[config.mk]
export PLATFORM = sky130hd
export DESIGN_NAME = s3m_pattern_event_unpacker_core
export DESIGN_NICKNAME = d
export VERILOG_FILES = /design/src/design/s3mpu_pkg.sv /design/src/design/s3mpu_front.sv /design/src/design/s3mpu_queue.sv /design/src/design/s3mpu_back.sv /design/src/design/s3m_pattern_event_unpacker_core.sv
export VERILOG_INCLUDE_DIRS = /design/src /design/src/design
export SDC_FILE = /design/constraint.sdc
export NUM_CORES = 1
export LEC_CHECK = 0
export BUFFER_PORTS_ARGS = -buffer_cell sky130_fd_sc_hd__buf_2
export CORE_UTILIZATION = 50
export CTS_CLUSTER_SIZE = 30
export DETAILED_ROUTE_END_ITERATION = 6
export PLACE_DENSITY = 0.68
export SLEW_MARGIN = 20
export SYNTH_ARGS = -nofsm -noshare
export SYNTH_HDL_FRONTEND = slang
export SYNTH_SLANG_ARGS = --single-unit
[constraint.sdc]
create_clock -name clk -period 6.85 [get_ports clk]
set_input_delay 1.37 -clock clk [delete_from_list [all_inputs] [get_ports clk]]
set_output_delay 1.37 -clock clk [all_outputs]
set_load 0.005 [all_outputs]
[src/design/s3m_pattern_event_unpacker_core_assert.svh]
// Assertion macros for the pattern event unpacker.
// Each macro expects signals named clk and rst in the scope of use.
`ifndef S3M_PATTERN_EVENT_UNPACKER_CORE_ASSERT_SVH
`define S3M_PATTERN_EVENT_UNPACKER_CORE_ASSERT_SVH

`ifndef ASSERT_OFF

// Implication checked on every clock edge outside reset
`define S3MPU_ASSERT_IMPL(lbl, ante, cons) \
  lbl: assert property (@(posedge clk) disable iff (rst) (ante) |-> (cons)) \
    else $error("s3mpu assertion failed");

// Implication whose consequence is checked in the next cycle
`define S3MPU_ASSERT_NEXT(lbl, ante, cons) \
  lbl: assert property (@(posedge clk) disable iff (rst) (ante) |=> (cons)) \
    else $error("s3mpu assertion failed");

`else

`define S3MPU_ASSERT_IMPL(lbl, ante, cons)
`define S3MPU_ASSERT_NEXT(lbl, ante, cons)

`endif

`endif

[src/design/s3mpu_pkg.sv]
package s3mpu_pkg;

  // Parse phase of the front end
  typedef enum logic [2:0] {
    PH_MASK,
    PH_NOTE,
    PH_INST,
    PH_VOL,
    PH_CODE,
    PH_INFO
  } phase_t;

  // Mask byte bits
  localparam int MASK_NOTE_BIT = 5;
  localparam int MASK_VOL_BIT  = 6;
  localparam int MASK_FX_BIT   = 7;

  // Special note bytes and decoded values
  localparam logic [7:0] NOTE_IN_EMPTY = 8'd255;
  localparam logic [7:0] NOTE_IN_OFF   = 8'd254;
  localparam logic [7:0] NOTE_OFF      = 8'd255;

  // Effect codes (A = 1 ... U = 21)
  localparam logic [7:0] FX_A = 8'd1;
  localparam logic [7:0] FX_B = 8'd2;
  localparam logic [7:0] FX_C = 8'd3;
  localparam logic [7:0] FX_D = 8'd4;
  localparam logic [7:0] FX_E = 8'd5;
  localparam logic [7:0] FX_F = 8'd6;
  localparam logic [7:0] FX_G = 8'd7;
  localparam logic [7:0] FX_H = 8'd8;
  localparam logic [7:0] FX_I = 8'd9;
  localparam logic [7:0] FX_J = 8'd10;
  localparam logic [7:0] FX_K = 8'd11;
  localparam logic [7:0] FX_L = 8'd12;
  localparam logic [7:0] FX_O = 8'd15;
  localparam logic [7:0] FX_Q = 8'd17;
  localparam logic [7:0] FX_R = 8'd18;
  localparam logic [7:0] FX_S = 8'd19;
  localparam logic [7:0] FX_T = 8'd20;
  localparam logic [7:0] FX_U = 8'd21;

  // S subcommands (high nibble of info)
  localparam logic [3:0] SX_FINETUNE = 4'd2;
  localparam logic [3:0] SX_PAN      = 4'd8;
  localparam logic [3:0] SX_SURROUND = 4'd10;
  localparam logic [3:0] SX_LOOP     = 4'd11;
  localparam logic [3:0] SX_CUT      = 4'd12;
  localparam logic [3:0] SX_DELAY    = 4'd14;

  // Dense command kinds
  localparam logic [4:0] KIND_NONE       = 5'd0;
  localparam logic [4:0] KIND_SPEED      = 5'd1;
  localparam logic [4:0] KIND_GOTO       = 5'd2;
  localparam logic [4:0] KIND_VOLSLIDE   = 5'd3;
  localparam logic [4:0] KIND_SLIDE_DOWN = 5'd4;
  localparam logic [4:0] KIND_SLIDE_UP   = 5'd5;
  localparam logic [4:0] KIND_PORTA      = 5'd6;
  localparam logic [4:0] KIND_VIBRATO    = 5'd7;
  localparam logic [4:0] KIND_TREMOR     = 5'd8;
  localparam logic [4:0] KIND_ARPEGGIO   = 5'd9;
  localparam logic [4:0] KIND_VSL_VIB    = 5'd10;
  localparam logic [4:0] KIND_PORTA_VSL  = 5'd11;
  localparam logic [4:0] KIND_OFFSET     = 5'd12;
  localparam logic [4:0] KIND_RETRIG     = 5'd13;
  localparam logic [4:0] KIND_TREMOLO    = 5'd14;
  localparam logic [4:0] KIND_FINETUNE   = 5'd15;
  localparam logic [4:0] KIND_PAN        = 5'd16;
  localparam logic [4:0] KIND_LOOP_SET   = 5'd17;
  localparam logic [4:0] KIND_LOOP_DO    = 5'd18;
  localparam logic [4:0] KIND_NOTE_CUT   = 5'd19;
  localparam logic [4:0] KIND_PAT_DELAY  = 5'd20;
  localparam logic [4:0] KIND_TEMPO      = 5'd21;

  // Queue between front and back
  localparam int QUEUE_DEPTH = 2;
  localparam int QUEUE_PTR_W = 1;
  localparam int QUEUE_CNT_W = 2;

  // Request from the front end: a finished event or an end-of-pattern mark
  typedef struct packed {
    logic              done;
    logic [5:0]        row;
    logic [4:0]        channel;
    logic [7:0]        note;
    logic              trigger;
    logic signed [8:0] instrument;
    logic signed [8:0] volume;
    logic [7:0]        fx_code;
    logic [7:0]        fx_info;
  } req_t;

  // Result as shown on the output channel
  typedef struct packed {
    logic               event_valid;
    logic               pattern_done;
    logic [5:0]         row_index;
    logic [4:0]         channel_index;
    logic [7:0]         note_value;
    logic               note_trigger;
    logic signed [8:0]  instrument;
    logic signed [8:0]  volume;
    logic [4:0]         command_kind;
    logic signed [16:0] command_arg1;
    logic signed [8:0]  command_arg2;
  } res_t;

endpackage

[src/design/s3mpu_front.sv]
module s3mpu_front #(
  parameter int ROWS_PER_PATTERN = 64,
  parameter int ROW_W            = 7
) (
  input  logic             clk,
  input  logic             rst,
  input  logic             byte_valid,
  input  logic [7:0]       data_byte,
  input  logic             pattern_start,
  input  logic [7:0]       sample_count,
  output logic             push,
  output s3mpu_pkg::req_t  push_req
);

  localparam logic [ROW_W-1:0] ROWS_END = ROW_W'(ROWS_PER_PATTERN);

  s3mpu_pkg::phase_t phase, phase_next, phase_eff;
  logic [7:0]        mask, mask_next;
  logic [ROW_W-1:0]  row_cnt, row_next, row_eff, row_inc;
  logic [7:0]        note, note_next;
  logic              trig, trig_next;
  logic signed [8:0] inst, inst_next;
  logic signed [8:0] vol, vol_next;
  logic [7:0]        code, code_next;
  logic              active;
  logic              emit;
  logic              done;
  logic [7:0]        note_dec;
  logic [7:0]        inst_clamp;

  // Phase that follows the instrument byte (or a mask without note bit)
  function automatic s3mpu_pkg::phase_t after_inst(input logic [7:0] m);
    if (m[s3mpu_pkg::MASK_VOL_BIT]) return s3mpu_pkg::PH_VOL;
    if (m[s3mpu_pkg::MASK_FX_BIT])  return s3mpu_pkg::PH_CODE;
    return s3mpu_pkg::PH_MASK;
  endfunction

  // Decoded note: octave * 12 + semitone
  assign note_dec = 8'(data_byte[3:0]) + {1'b0, data_byte[7:4], 3'b000}
                  + {2'b00, data_byte[7:4], 2'b00};
  assign inst_clamp = (data_byte > sample_count) ? sample_count : data_byte;

  // Start of pattern overrides row and phase before the byte is parsed
  assign row_eff   = pattern_start ? '0 : row_cnt;
  assign phase_eff = pattern_start ? s3mpu_pkg::PH_MASK : phase;
  assign active    = row_eff < ROWS_END;
  assign row_inc   = row_eff + ROW_W'(1);

  // Next state of the parser
  always_comb begin
    phase_next = phase_eff;
    mask_next  = mask;
    row_next   = row_eff;
    note_next  = note;
    trig_next  = trig;
    inst_next  = inst;
    vol_next   = vol;
    code_next  = code;
    emit       = 1'b0;
    done       = 1'b0;
    if (active) begin
      case (phase_eff)
        s3mpu_pkg::PH_NOTE: begin
          if (data_byte == s3mpu_pkg::NOTE_IN_EMPTY) begin
            note_next = '0;
            trig_next = 1'b0;
          end else if (data_byte == s3mpu_pkg::NOTE_IN_OFF) begin
            note_next = s3mpu_pkg::NOTE_OFF;
            trig_next = 1'b0;
          end else begin
            note_next = note_dec;
            trig_next = 1'b1;
          end
          phase_next = s3mpu_pkg::PH_INST;
        end
        s3mpu_pkg::PH_INST: begin
          inst_next  = $signed({1'b0, inst_clamp}) - 9'sd1;
          phase_next = after_inst(mask);
          emit       = (after_inst(mask) == s3mpu_pkg::PH_MASK);
        end
        s3mpu_pkg::PH_VOL: begin
          vol_next = $signed({1'b0, data_byte});
          if (mask[s3mpu_pkg::MASK_FX_BIT]) begin
            phase_next = s3mpu_pkg::PH_CODE;
          end else begin
            phase_next = s3mpu_pkg::PH_MASK;
            emit       = 1'b1;
          end
        end
        s3mpu_pkg::PH_CODE: begin
          code_next  = data_byte;
          phase_next = s3mpu_pkg::PH_INFO;
        end
        s3mpu_pkg::PH_INFO: begin
          phase_next = s3mpu_pkg::PH_MASK;
          emit       = 1'b1;
        end
        default: begin
          if (data_byte == 8'd0) begin
            // empty mask ends the row
            phase_next = s3mpu_pkg::PH_MASK;
            row_next   = row_inc;
            done       = (row_inc >= ROWS_END);
          end else begin
            mask_next = data_byte;
            note_next = '0;
            trig_next = 1'b0;
            inst_next = -9'sd1;
            vol_next  = -9'sd1;
            code_next = '0;
            if (data_byte[s3mpu_pkg::MASK_NOTE_BIT]) begin
              phase_next = s3mpu_pkg::PH_NOTE;
            end else begin
              phase_next = after_inst(data_byte);
              emit       = (after_inst(data_byte) == s3mpu_pkg::PH_MASK);
            end
          end
        end
      endcase
    end
  end

  // Parser state
  always_ff @(posedge clk) begin
    if (rst) begin
      phase   <= s3mpu_pkg::PH_MASK;
      mask    <= '0;
      row_cnt <= ROWS_END;
      note    <= '0;
      trig    <= 1'b0;
      inst    <= -9'sd1;
      vol     <= -9'sd1;
      code    <= '0;
    end else if (byte_valid) begin
      phase   <= phase_next;
      mask    <= mask_next;
      row_cnt <= row_next;
      note    <= note_next;
      trig    <= trig_next;
      inst    <= inst_next;
      vol     <= vol_next;
      code    <= code_next;
    end
  end

  // Request towards the queue
  always_comb begin
    push_req.done       = done;
    push_req.row        = done ? 6'd0 : 6'(row_eff);
    push_req.channel    = done ? 5'd0 : mask_next[4:0];
    push_req.note       = done ? 8'd0 : note_next;
    push_req.trigger    = done ? 1'b0 : trig_next;
    push_req.instrument = done ? -9'sd1 : inst_next;
    push_req.volume     = done ? -9'sd1 : vol_next;
    push_req.fx_code    = done ? 8'd0 : code_next;
    push_req.fx_info    = data_byte;
  end

  assign push = byte_valid && (emit || done);

endmodule

[src/design/s3mpu_queue.sv]
module s3mpu_queue (
  input  logic            clk,
  input  logic            rst,
  input  logic            push,
  input  s3mpu_pkg::req_t push_req,
  input  logic            pop,
  output logic            q_valid,
  output logic            q_full,
  output s3mpu_pkg::req_t q_req
);

  s3mpu_pkg::req_t                  entries [s3mpu_pkg::QUEUE_DEPTH];
  logic [s3mpu_pkg::QUEUE_PTR_W-1:0] wr_ptr, rd_ptr;
  logic [s3mpu_pkg::QUEUE_CNT_W-1:0] count;

  assign q_valid = (count != '0);
  assign q_full  = (count == s3mpu_pkg::QUEUE_CNT_W'(s3mpu_pkg::QUEUE_DEPTH));
  assign q_req   = entries[rd_ptr];

  // Storage
  always_ff @(posedge clk) begin
    if (push) begin
      entries[wr_ptr] <= push_req;
    end
  end

  // Pointers and fill level
  always_ff @(posedge clk) begin
    if (rst) begin
      wr_ptr <= '0;
      rd_ptr <= '0;
      count  <= '0;
    end else begin
      if (push) begin
        wr_ptr <= wr_ptr + 1'b1;
      end
      if (pop) begin
        rd_ptr <= rd_ptr + 1'b1;
      end
      case ({push, pop})
        2'b10:   count <= count + s3mpu_pkg::QUEUE_CNT_W'(1);
        2'b01:   count <= count - s3mpu_pkg::QUEUE_CNT_W'(1);
        default: count <= count;
      endcase
    end
  end

endmodule

[src/design/s3mpu_back.sv]
module s3mpu_back (
  input  logic            clk,
  input  logic            rst,
  input  logic            q_valid,
  input  s3mpu_pkg::req_t q_req,
  output logic            pop,
  output logic            out_valid,
  input  logic            out_ready,
  output s3mpu_pkg::res_t out_res
);

  logic [3:0]  fx_x, fx_y;
  logic [7:0]  fx_z;
  logic [4:0]  kind;
  logic [16:0] arg1;
  logic [8:0]  arg2;
  logic        trig_clr;
  logic        load;

  assign fx_x = q_req.fx_info[7:4];
  assign fx_y = q_req.fx_info[3:0];
  assign fx_z = q_req.fx_info;

  // Effect translation into dense kind and arguments
  always_comb begin
    kind     = s3mpu_pkg::KIND_NONE;
    arg1     = '0;
    arg2     = '0;
    trig_clr = 1'b0;
    case (q_req.fx_code)
      s3mpu_pkg::FX_A: begin
        kind = s3mpu_pkg::KIND_SPEED;
        arg1 = (fx_z != 8'd0) ? 17'(fx_z) : 17'd1;
      end
      s3mpu_pkg::FX_B: begin
        kind = s3mpu_pkg::KIND_GOTO;
        arg1 = 17'(fx_z);
        arg2 = '1;
      end
      s3mpu_pkg::FX_C: begin
        // break row given in decimal digits
        kind = s3mpu_pkg::KIND_GOTO;
        arg1 = '1;
        arg2 = 9'(fx_x) * 9'd10 + 9'(fx_y);
      end
      s3mpu_pkg::FX_D: begin
        kind = s3mpu_pkg::KIND_VOLSLIDE;
        arg1 = 17'(fx_x);
        arg2 = 9'(fx_y);
      end
      s3mpu_pkg::FX_E: begin
        kind = s3mpu_pkg::KIND_SLIDE_DOWN;
        arg1 = 17'(fx_x);
        arg2 = 9'(fx_y);
      end
      s3mpu_pkg::FX_F: begin
        kind = s3mpu_pkg::KIND_SLIDE_UP;
        arg1 = 17'(fx_x);
        arg2 = 9'(fx_y);
      end
      s3mpu_pkg::FX_G: begin
        kind     = s3mpu_pkg::KIND_PORTA;
        arg1     = 17'({fx_z, 2'b00});
        arg2     = 9'(q_req.note);
        trig_clr = 1'b1;
      end
      s3mpu_pkg::FX_H: begin
        kind = s3mpu_pkg::KIND_VIBRATO;
        arg1 = 17'(fx_x);
        arg2 = 9'({fx_y, 2'b00});
      end
      s3mpu_pkg::FX_I: begin
        kind = s3mpu_pkg::KIND_TREMOR;
        arg1 = 17'(fx_x);
        arg2 = 9'(fx_y);
      end
      s3mpu_pkg::FX_J: begin
        kind = s3mpu_pkg::KIND_ARPEGGIO;
        arg1 = 17'(fx_x);
        arg2 = 9'(fx_y);
      end
      s3mpu_pkg::FX_K: begin
        kind = s3mpu_pkg::KIND_VSL_VIB;
        arg1 = (fx_x != 4'd0) ? 17'(fx_x) : 17'd0 - 17'(fx_y);
      end
      s3mpu_pkg::FX_L: begin
        kind     = s3mpu_pkg::KIND_PORTA_VSL;
        arg1     = (fx_x != 4'd0) ? 17'(fx_x) : 17'd0 - 17'(fx_y);
        trig_clr = 1'b1;
      end
      s3mpu_pkg::FX_O: begin
        kind = s3mpu_pkg::KIND_OFFSET;
        arg1 = 17'({fx_z, 8'h00});
      end
      s3mpu_pkg::FX_Q: begin
        kind = s3mpu_pkg::KIND_RETRIG;
        arg1 = 17'(fx_x);
        arg2 = 9'(fx_y);
      end
      s3mpu_pkg::FX_R: begin
        kind = s3mpu_pkg::KIND_TREMOLO;
        arg1 = 17'(fx_x);
        arg2 = 9'(fx_y);
      end
      s3mpu_pkg::FX_S: begin
        case (fx_x)
          s3mpu_pkg::SX_FINETUNE: begin
            kind = s3mpu_pkg::KIND_FINETUNE;
            arg1 = {{13{fx_y[3]}}, fx_y};
          end
          s3mpu_pkg::SX_PAN: begin
            // y * 255 / 15 is y * 17
            kind = s3mpu_pkg::KIND_PAN;
            arg1 = 17'({fx_y, fx_y});
          end
          s3mpu_pkg::SX_SURROUND: begin
            // nibble shifted by eight, wrapping: flip bit 3
            kind = s3mpu_pkg::KIND_PAN;
            arg1 = 17'({~fx_y[3], fx_y[2:0], ~fx_y[3], fx_y[2:0]});
          end
          s3mpu_pkg::SX_LOOP: begin
            if (fx_y == 4'd0) begin
              kind = s3mpu_pkg::KIND_LOOP_SET;
            end else begin
              kind = s3mpu_pkg::KIND_LOOP_DO;
              arg1 = 17'(fx_y);
            end
          end
          s3mpu_pkg::SX_CUT: begin
            kind = s3mpu_pkg::KIND_NOTE_CUT;
            arg1 = 17'(fx_y);
          end
          s3mpu_pkg::SX_DELAY: begin
            kind = s3mpu_pkg::KIND_PAT_DELAY;
            arg1 = 17'(fx_y);
          end
          default: begin
            kind = s3mpu_pkg::KIND_NONE;
          end
        endcase
      end
      s3mpu_pkg::FX_T: begin
        kind = s3mpu_pkg::KIND_TEMPO;
        arg1 = 17'(fx_z);
      end
      s3mpu_pkg::FX_U: begin
        kind = s3mpu_pkg::KIND_VIBRATO;
        arg1 = 17'(fx_x);
        arg2 = 9'(fx_y);
      end
      default: begin
        kind = s3mpu_pkg::KIND_NONE;
      end
    endcase
  end

  // Output register takes a request when empty or being drained
  assign load = q_valid && (!out_valid || out_ready);
  assign pop  = load;

  always_ff @(posedge clk) begin
    if (rst) begin
      out_valid <= 1'b0;
    end else if (load) begin
      out_valid <= 1'b1;
    end else if (out_ready) begin
      out_valid <= 1'b0;
    end
  end

  always_ff @(posedge clk) begin
    if (load) begin
      out_res.event_valid   <= !q_req.done;
      out_res.pattern_done  <= q_req.done;
      out_res.row_index     <= q_req.row;
      out_res.channel_index <= q_req.channel;
      out_res.note_value    <= q_req.note;
      out_res.note_trigger  <= q_req.trigger && !trig_clr;
      out_res.instrument    <= q_req.instrument;
      out_res.volume        <= q_req.volume;
      out_res.command_kind  <= kind;
      out_res.command_arg1  <= $signed(arg1);
      out_res.command_arg2  <= $signed(arg2);
    end
  end

endmodule

[src/design/s3m_pattern_event_unpacker_core.sv]
// Packed pattern decoder for tracker module data. Feed one pattern byte per
// request on the s_ side (tuser marks the first byte of a pattern) and
// receive one result per completed channel event, plus one end-of-pattern
// result (tlast high, tuser low) once the row count reaches ROWS_PER_PATTERN.
// Bytes are taken one per cycle while the queue is not full; a result goes
// from the queue entry through the output register to the m_ side. A
// two-entry queue sits between the byte parser and the effect translator,
// which feeds the output register, so input is only held off when both are
// full under output backpressure. sample_count is set through cfg_wr_en /
// cfg_wr_data; the user must write it only while the stream is idle, which
// the block itself does not enforce. It resets to 99.
`include "s3m_pattern_event_unpacker_core_assert.svh"

module s3m_pattern_event_unpacker_core #(
  parameter int ROWS_PER_PATTERN = 64
) (
  input  logic        clk,
  input  logic        rst,
  // configuration
  input  logic        cfg_wr_en,
  input  logic [7:0]  cfg_wr_data,
  // byte stream
  input  logic        s_tvalid,
  output logic        s_tready,
  input  logic [7:0]  s_tdata,   // [7:0] data_byte
  input  logic [0:0]  s_tuser,   // [0] pattern_start
  // event stream
  output logic        m_tvalid,
  input  logic        m_tready,
  // [5:0] row_index, [10:6] channel_index, [18:11] note_value,
  // [19] note_trigger, [28:20] instrument, [37:29] volume,
  // [42:38] command_kind, [59:43] command_arg1, [68:60] command_arg2,
  // [71:69] zero
  output logic [71:0] m_tdata,
  output logic        m_tlast,   // pattern_done
  output logic [0:0]  m_tuser    // [0] event_valid
);

  localparam int ROW_W = $clog2(ROWS_PER_PATTERN + 1);

  logic [7:0]      sample_cnt;
  logic            push, pop, q_valid, q_full;
  logic            byte_acc;
  s3mpu_pkg::req_t push_req, q_req;
  s3mpu_pkg::res_t res;

  // Instrument count register
  always_ff @(posedge clk) begin
    if (rst) begin
      sample_cnt <= 8'd99;
    end else if (cfg_wr_en) begin
      sample_cnt <= cfg_wr_data;
    end
  end

  assign s_tready = !q_full;
  assign byte_acc = s_tvalid && s_tready;

  // Byte parser
  s3mpu_front #(
    .ROWS_PER_PATTERN (ROWS_PER_PATTERN),
    .ROW_W            (ROW_W)
  ) u_front (
    .clk           (clk),
    .rst           (rst),
    .byte_valid    (byte_acc),
    .data_byte     (s_tdata),
    .pattern_start (s_tuser[0]),
    .sample_count  (sample_cnt),
    .push          (push),
    .push_req      (push_req)
  );

  // Request queue
  s3mpu_queue u_queue (
    .clk      (clk),
    .rst      (rst),
    .push     (push),
    .push_req (push_req),
    .pop      (pop),
    .q_valid  (q_valid),
    .q_full   (q_full),
    .q_req    (q_req)
  );

  // Effect translation and output register
  s3mpu_back u_back (
    .clk       (clk),
    .rst       (rst),
    .q_valid   (q_valid),
    .q_req     (q_req),
    .pop       (pop),
    .out_valid (m_tvalid),
    .out_ready (m_tready),
    .out_res   (res)
  );

  assign m_tdata = {3'b000, res.command_arg2, res.command_arg1, res.command_kind,
                    res.volume, res.instrument, res.note_trigger, res.note_value,
                    res.channel_index, res.row_index};
  assign m_tlast = res.pattern_done;
  assign m_tuser = res.event_valid;

  // Checks
  `S3MPU_ASSERT_IMPL(a_no_overflow, push, !q_full)
  `S3MPU_ASSERT_IMPL(a_no_underflow, pop, q_valid)
  `S3MPU_ASSERT_IMPL(a_done_not_event, m_tvalid && m_tlast, !m_tuser[0] && !res.event_valid)
  `S3MPU_ASSERT_NEXT(a_kind_range, pop, m_tvalid && res.command_kind <= s3mpu_pkg::KIND_TEMPO)

endmodule

==> out/qor.yml <==
worst_setup_path:
  path_class: "input port to register"
  critical-path-slowest-cell: "o21ai_2"
  start_kind: "input port"
  path_buf_inv: 1
  cp-startpoint: "s_tdata[7]"
  cp.depth: 13
  rr_endpoint: "u_queue.entries[0][33]$_DFFE_PP_"
  crit_path_end_kind: "register"
  cpPeakStageDelay_ns: 0.67
  rrSetupSlack_ns: 2.56
  cpLargestDelayFamily: "compound AO/OA/AOI/OAI gates"
  path_cells: "buf_2 -> ha_1 -> a21oi_1 -> nand3_1 -> o21ai_2 -> mux2i_1 -> ha_1 -> nor4b_1 -> and3_1 -> nor3_1 -> a32oi_1 -> a21oi_1 -> o21ai_0"
  cp.arrival_ns: 5.35
  cp_max_fo: 14
  worstPathRequired_ns: 7.20
  r2r_start: "sample_cnt[7]$_SDFFE_PP0P_"
  rr_worst_depth: 13
floorplanning:
  rows: 56
  boundaryPins: 98
  die_width_um: 157.4
  die_height_um: 157.4
  start_util: 0.5125
  core_mm2: 0.02354
  dieArea_mm2: 0.02476
power:
  p_leak_nw: 4.977
  power.switching_mw: 1.405
  power.density_mw_per_mm2: 341.2
  clkPwrFrac: 0.319
  seqPwrFrac: 0.432
  intPower_mw: 3.260
  power_mw: 4.665
  peakVddDrop_uv: 204.3
  swShare: 0.3012
  comb_power_share: 0.249
sta:
  finalCriticalPeriod_ns: 5.000
  slew_violations: 0
  maxSlewHeadroom: 0.2859
  max_freq_ghz: 0.2000
  fin_tns_setup_ns: 0
  finClkSkew_ns: 0.01290
  worst_pin_slew_ns: 1.071
  rsz0062_at_grt: "no"
  setup_viol: 0
  hold_violations: 0
  finalCritPeriodShare: 0.7299
cts:
  htree_levels: 1
  cts_buffer_depth: 3
  ctsResizeCount: 0
  cts_setup_buffers: 0
  cts-root-buf: "clkbuf_16"
  cts_hold_buf: 0
  cts_buffers: 27
  cts_tree: "built"
  clk_pin_slew_ns: 0.06
  clock-sinks: 247
  clock_latency_ns: 0.54
global_route:
  grt_first_pass_wirelength_mm: 44.04
  grt.total_usage: 0.2279
  grt_antenna_before_repair: 0
  grt_max_degree: 73
  grt_overflow_total: 0
  first_global_vias: 8139
synthesis:
  syn_area_mm2: 0.01207
  ys_types: 85
  ys_seq_elements: 247
  async_flop_share: 0
  seq_area_frac_synth: 0.5599
  yosys_warnings: 0
  avgSynthCellArea_um2: 11.14
  synth_area_leaders: "edfxtp_1, dfxtp_1, nor2_1, a21oi_1, mux2_2"
  synth_top_area_frac: 0.4504
  ys.flop_type: "edfxtp_1"
  netlist.top_cell.by_area: "edfxtp_1"
  synth_edf_count: 181
  syn_inst: 1083
  ys_top_cells_by_count: "edfxtp_1, nor2_1, a21oi_1"
  yosysMostFrequentCell: "edfxtp_1"
run:
  max_cap_viol_count: 0
finish:
  fin_cells: 1499
  fin_nets: 1215
  syn2layout_area_growth_pct: 13.30
  drive_gt1_frac: 0.1924
  antenna-diode-count: 0
  nFillCells: 2036
drt:
  ant_nets: 0
  wl_per_cell_um: 18.65
  vias: 8735
  initialDrtViolationCount: 701
  drcViolationCount: 0
  firstDrtPassIters: 6
  vias_per_cell: 5.827
  routed_wirelength_mm: 27.96
status:
  status: "complete, no violations"
hold_path:
  min_to: "u_front.mask[7]$_SDFFE_PP0P_"
  hold_class: "register to register"
  hold_depth: 2
  min_from: "u_front.mask[7]$_SDFFE_PP0P_"
placement:
  gp_congestion: 0.9069
  dp.cells: 1449
  io_buffer_count: 94
  post-dp-hpwl_mm: 18.85
[worst register-to-register path: stages, from the launching register on]
cell and delay, ns:
dfxtp_1 0.40, inv_1 0.07, ha_1 0.32, a21oi_1 0.14, nand3_1 0.33, o21ai_2 0.67
mux2i_1 0.38, ha_1 0.31, nor4b_1 0.50, and3_1 0.23, nor3_1 0.06, a32oi_1 0.34
a21oi_1 0.13, o21ai_0 0.23
[area by class of cell]
type | count | area, um2 | area share
Clock buffer | 33 | 718.2 | 0.05253
Clock inverter | 17 | 210.2 | 0.01537
Inverter | 31 | 116.4 | 0.008511
Multi-Input combinational cell | 749 | 4930 | 0.3606
Sequential cell | 247 | 6760 | 0.4945
Tap cell | 319 | 399.1 | 0.02919
Timing Repair Buffer | 103 | 538.0 | 0.03935
[state kept, by name, summed over array words and instances, names as in the netlist, 2 cells and up, named ones only]
register and flops:
u_front.vol 9, u_front.phase 3, u_front.code 8, u_front.mask 7, u_queue.entries 110, u_front.row_cnt 7, u_front.note 8, u_back.out_res 71
u_front.inst 9, sample_cnt 8, u_queue.count 2
[layer usage]
metal	share of wire	GRT usage	routed length, um	vias up
li1	-	-	-	4192
met1	0.43	0.3027	12150	4154
met2	0.47	0.3780	13130	331
met3	0.069	0.03524	1921	58
met4	0.027	0.08091	761	0
met5	0	0	0	-
[worst max-delay path by stage]
stage	to
finish	u_queue.entries[0][33]$_DFFE_PP_
global route	u_queue.entries[0][33]$_DFFE_PP_
CTS	u_queue.entries[0][33]$_DFFE_PP_
detailed placement	u_queue.entries[1][33]$_DFFE_PP_
global placement	u_queue.entries[0][33]$_DFFE_PP_
floorplan	u_queue.entries[0][0]$_DFFE_PP_
[cell families after synthesis]
group	Yosys count	synth area share
simple gates	337	0.1366
xor+xnor	24	0.01742
fa+ha+maj	34	0.03774
buf+inv	89	0.03349
mux	60	0.05817
other cells	1	0.0003108
compound gates	291	0.1564
flops	247	0.5599
[power by group through the flow]
| stage | Clock [mW] | Combinational [mW] | Sequential, mW |
|---|---|---|---|
| 2_1_floorplan | 0 | 0.810 | 2.03 |
| 3_3_place_gp | 0 | 1.15 | 2.04 |
| 3_5_place_dp | 0 | 1.16 | 2.05 |
| 4_1_cts | 1.52 | 1.17 | 2.02 |
| 5_1_grt | 1.57 | 1.28 | 2.04 |
| 6_report | 1.49 | 1.16 | 2.01 |
[layout by cell type, fill, tap and decap left out, drive strengths merged, types with 7 or more instances in the layout]
master / count
mux2i: 21
nand2: 77
clkbuf: 33
ha: 30
nand4: 8
a21oi: 92
o22ai: 15
mux2: 39
nor3: 22
nor2b: 8
inv: 33
nand3: 30
edfxtp: 181
and2: 13
and3: 9
dfxtp: 66
buf: 103
a21o: 17
clkinv: 9
xnor2: 19
o21ai: 58
nor2: 126
nand2b: 15
o211ai: 16
a22oi: 36
a31oi: 7
[per-stage QoR]
step           hold slack (ns)  setup WS (ns)  area [um2]    util
3_5_place_dp            0.4577          1.437       12740  0.5413
6_report                0.4739          1.850       13670  0.5807
3_3_place_gp            0.4457          1.418       12740  0.5413
4_1_cts                 0.4749          1.955       13670  0.5807
5_1_grt                 0.4915          1.549       13670  0.5807
2_1_floorplan           0.4359          1.004       12070       -
Power figures use the tool's default switching activity.
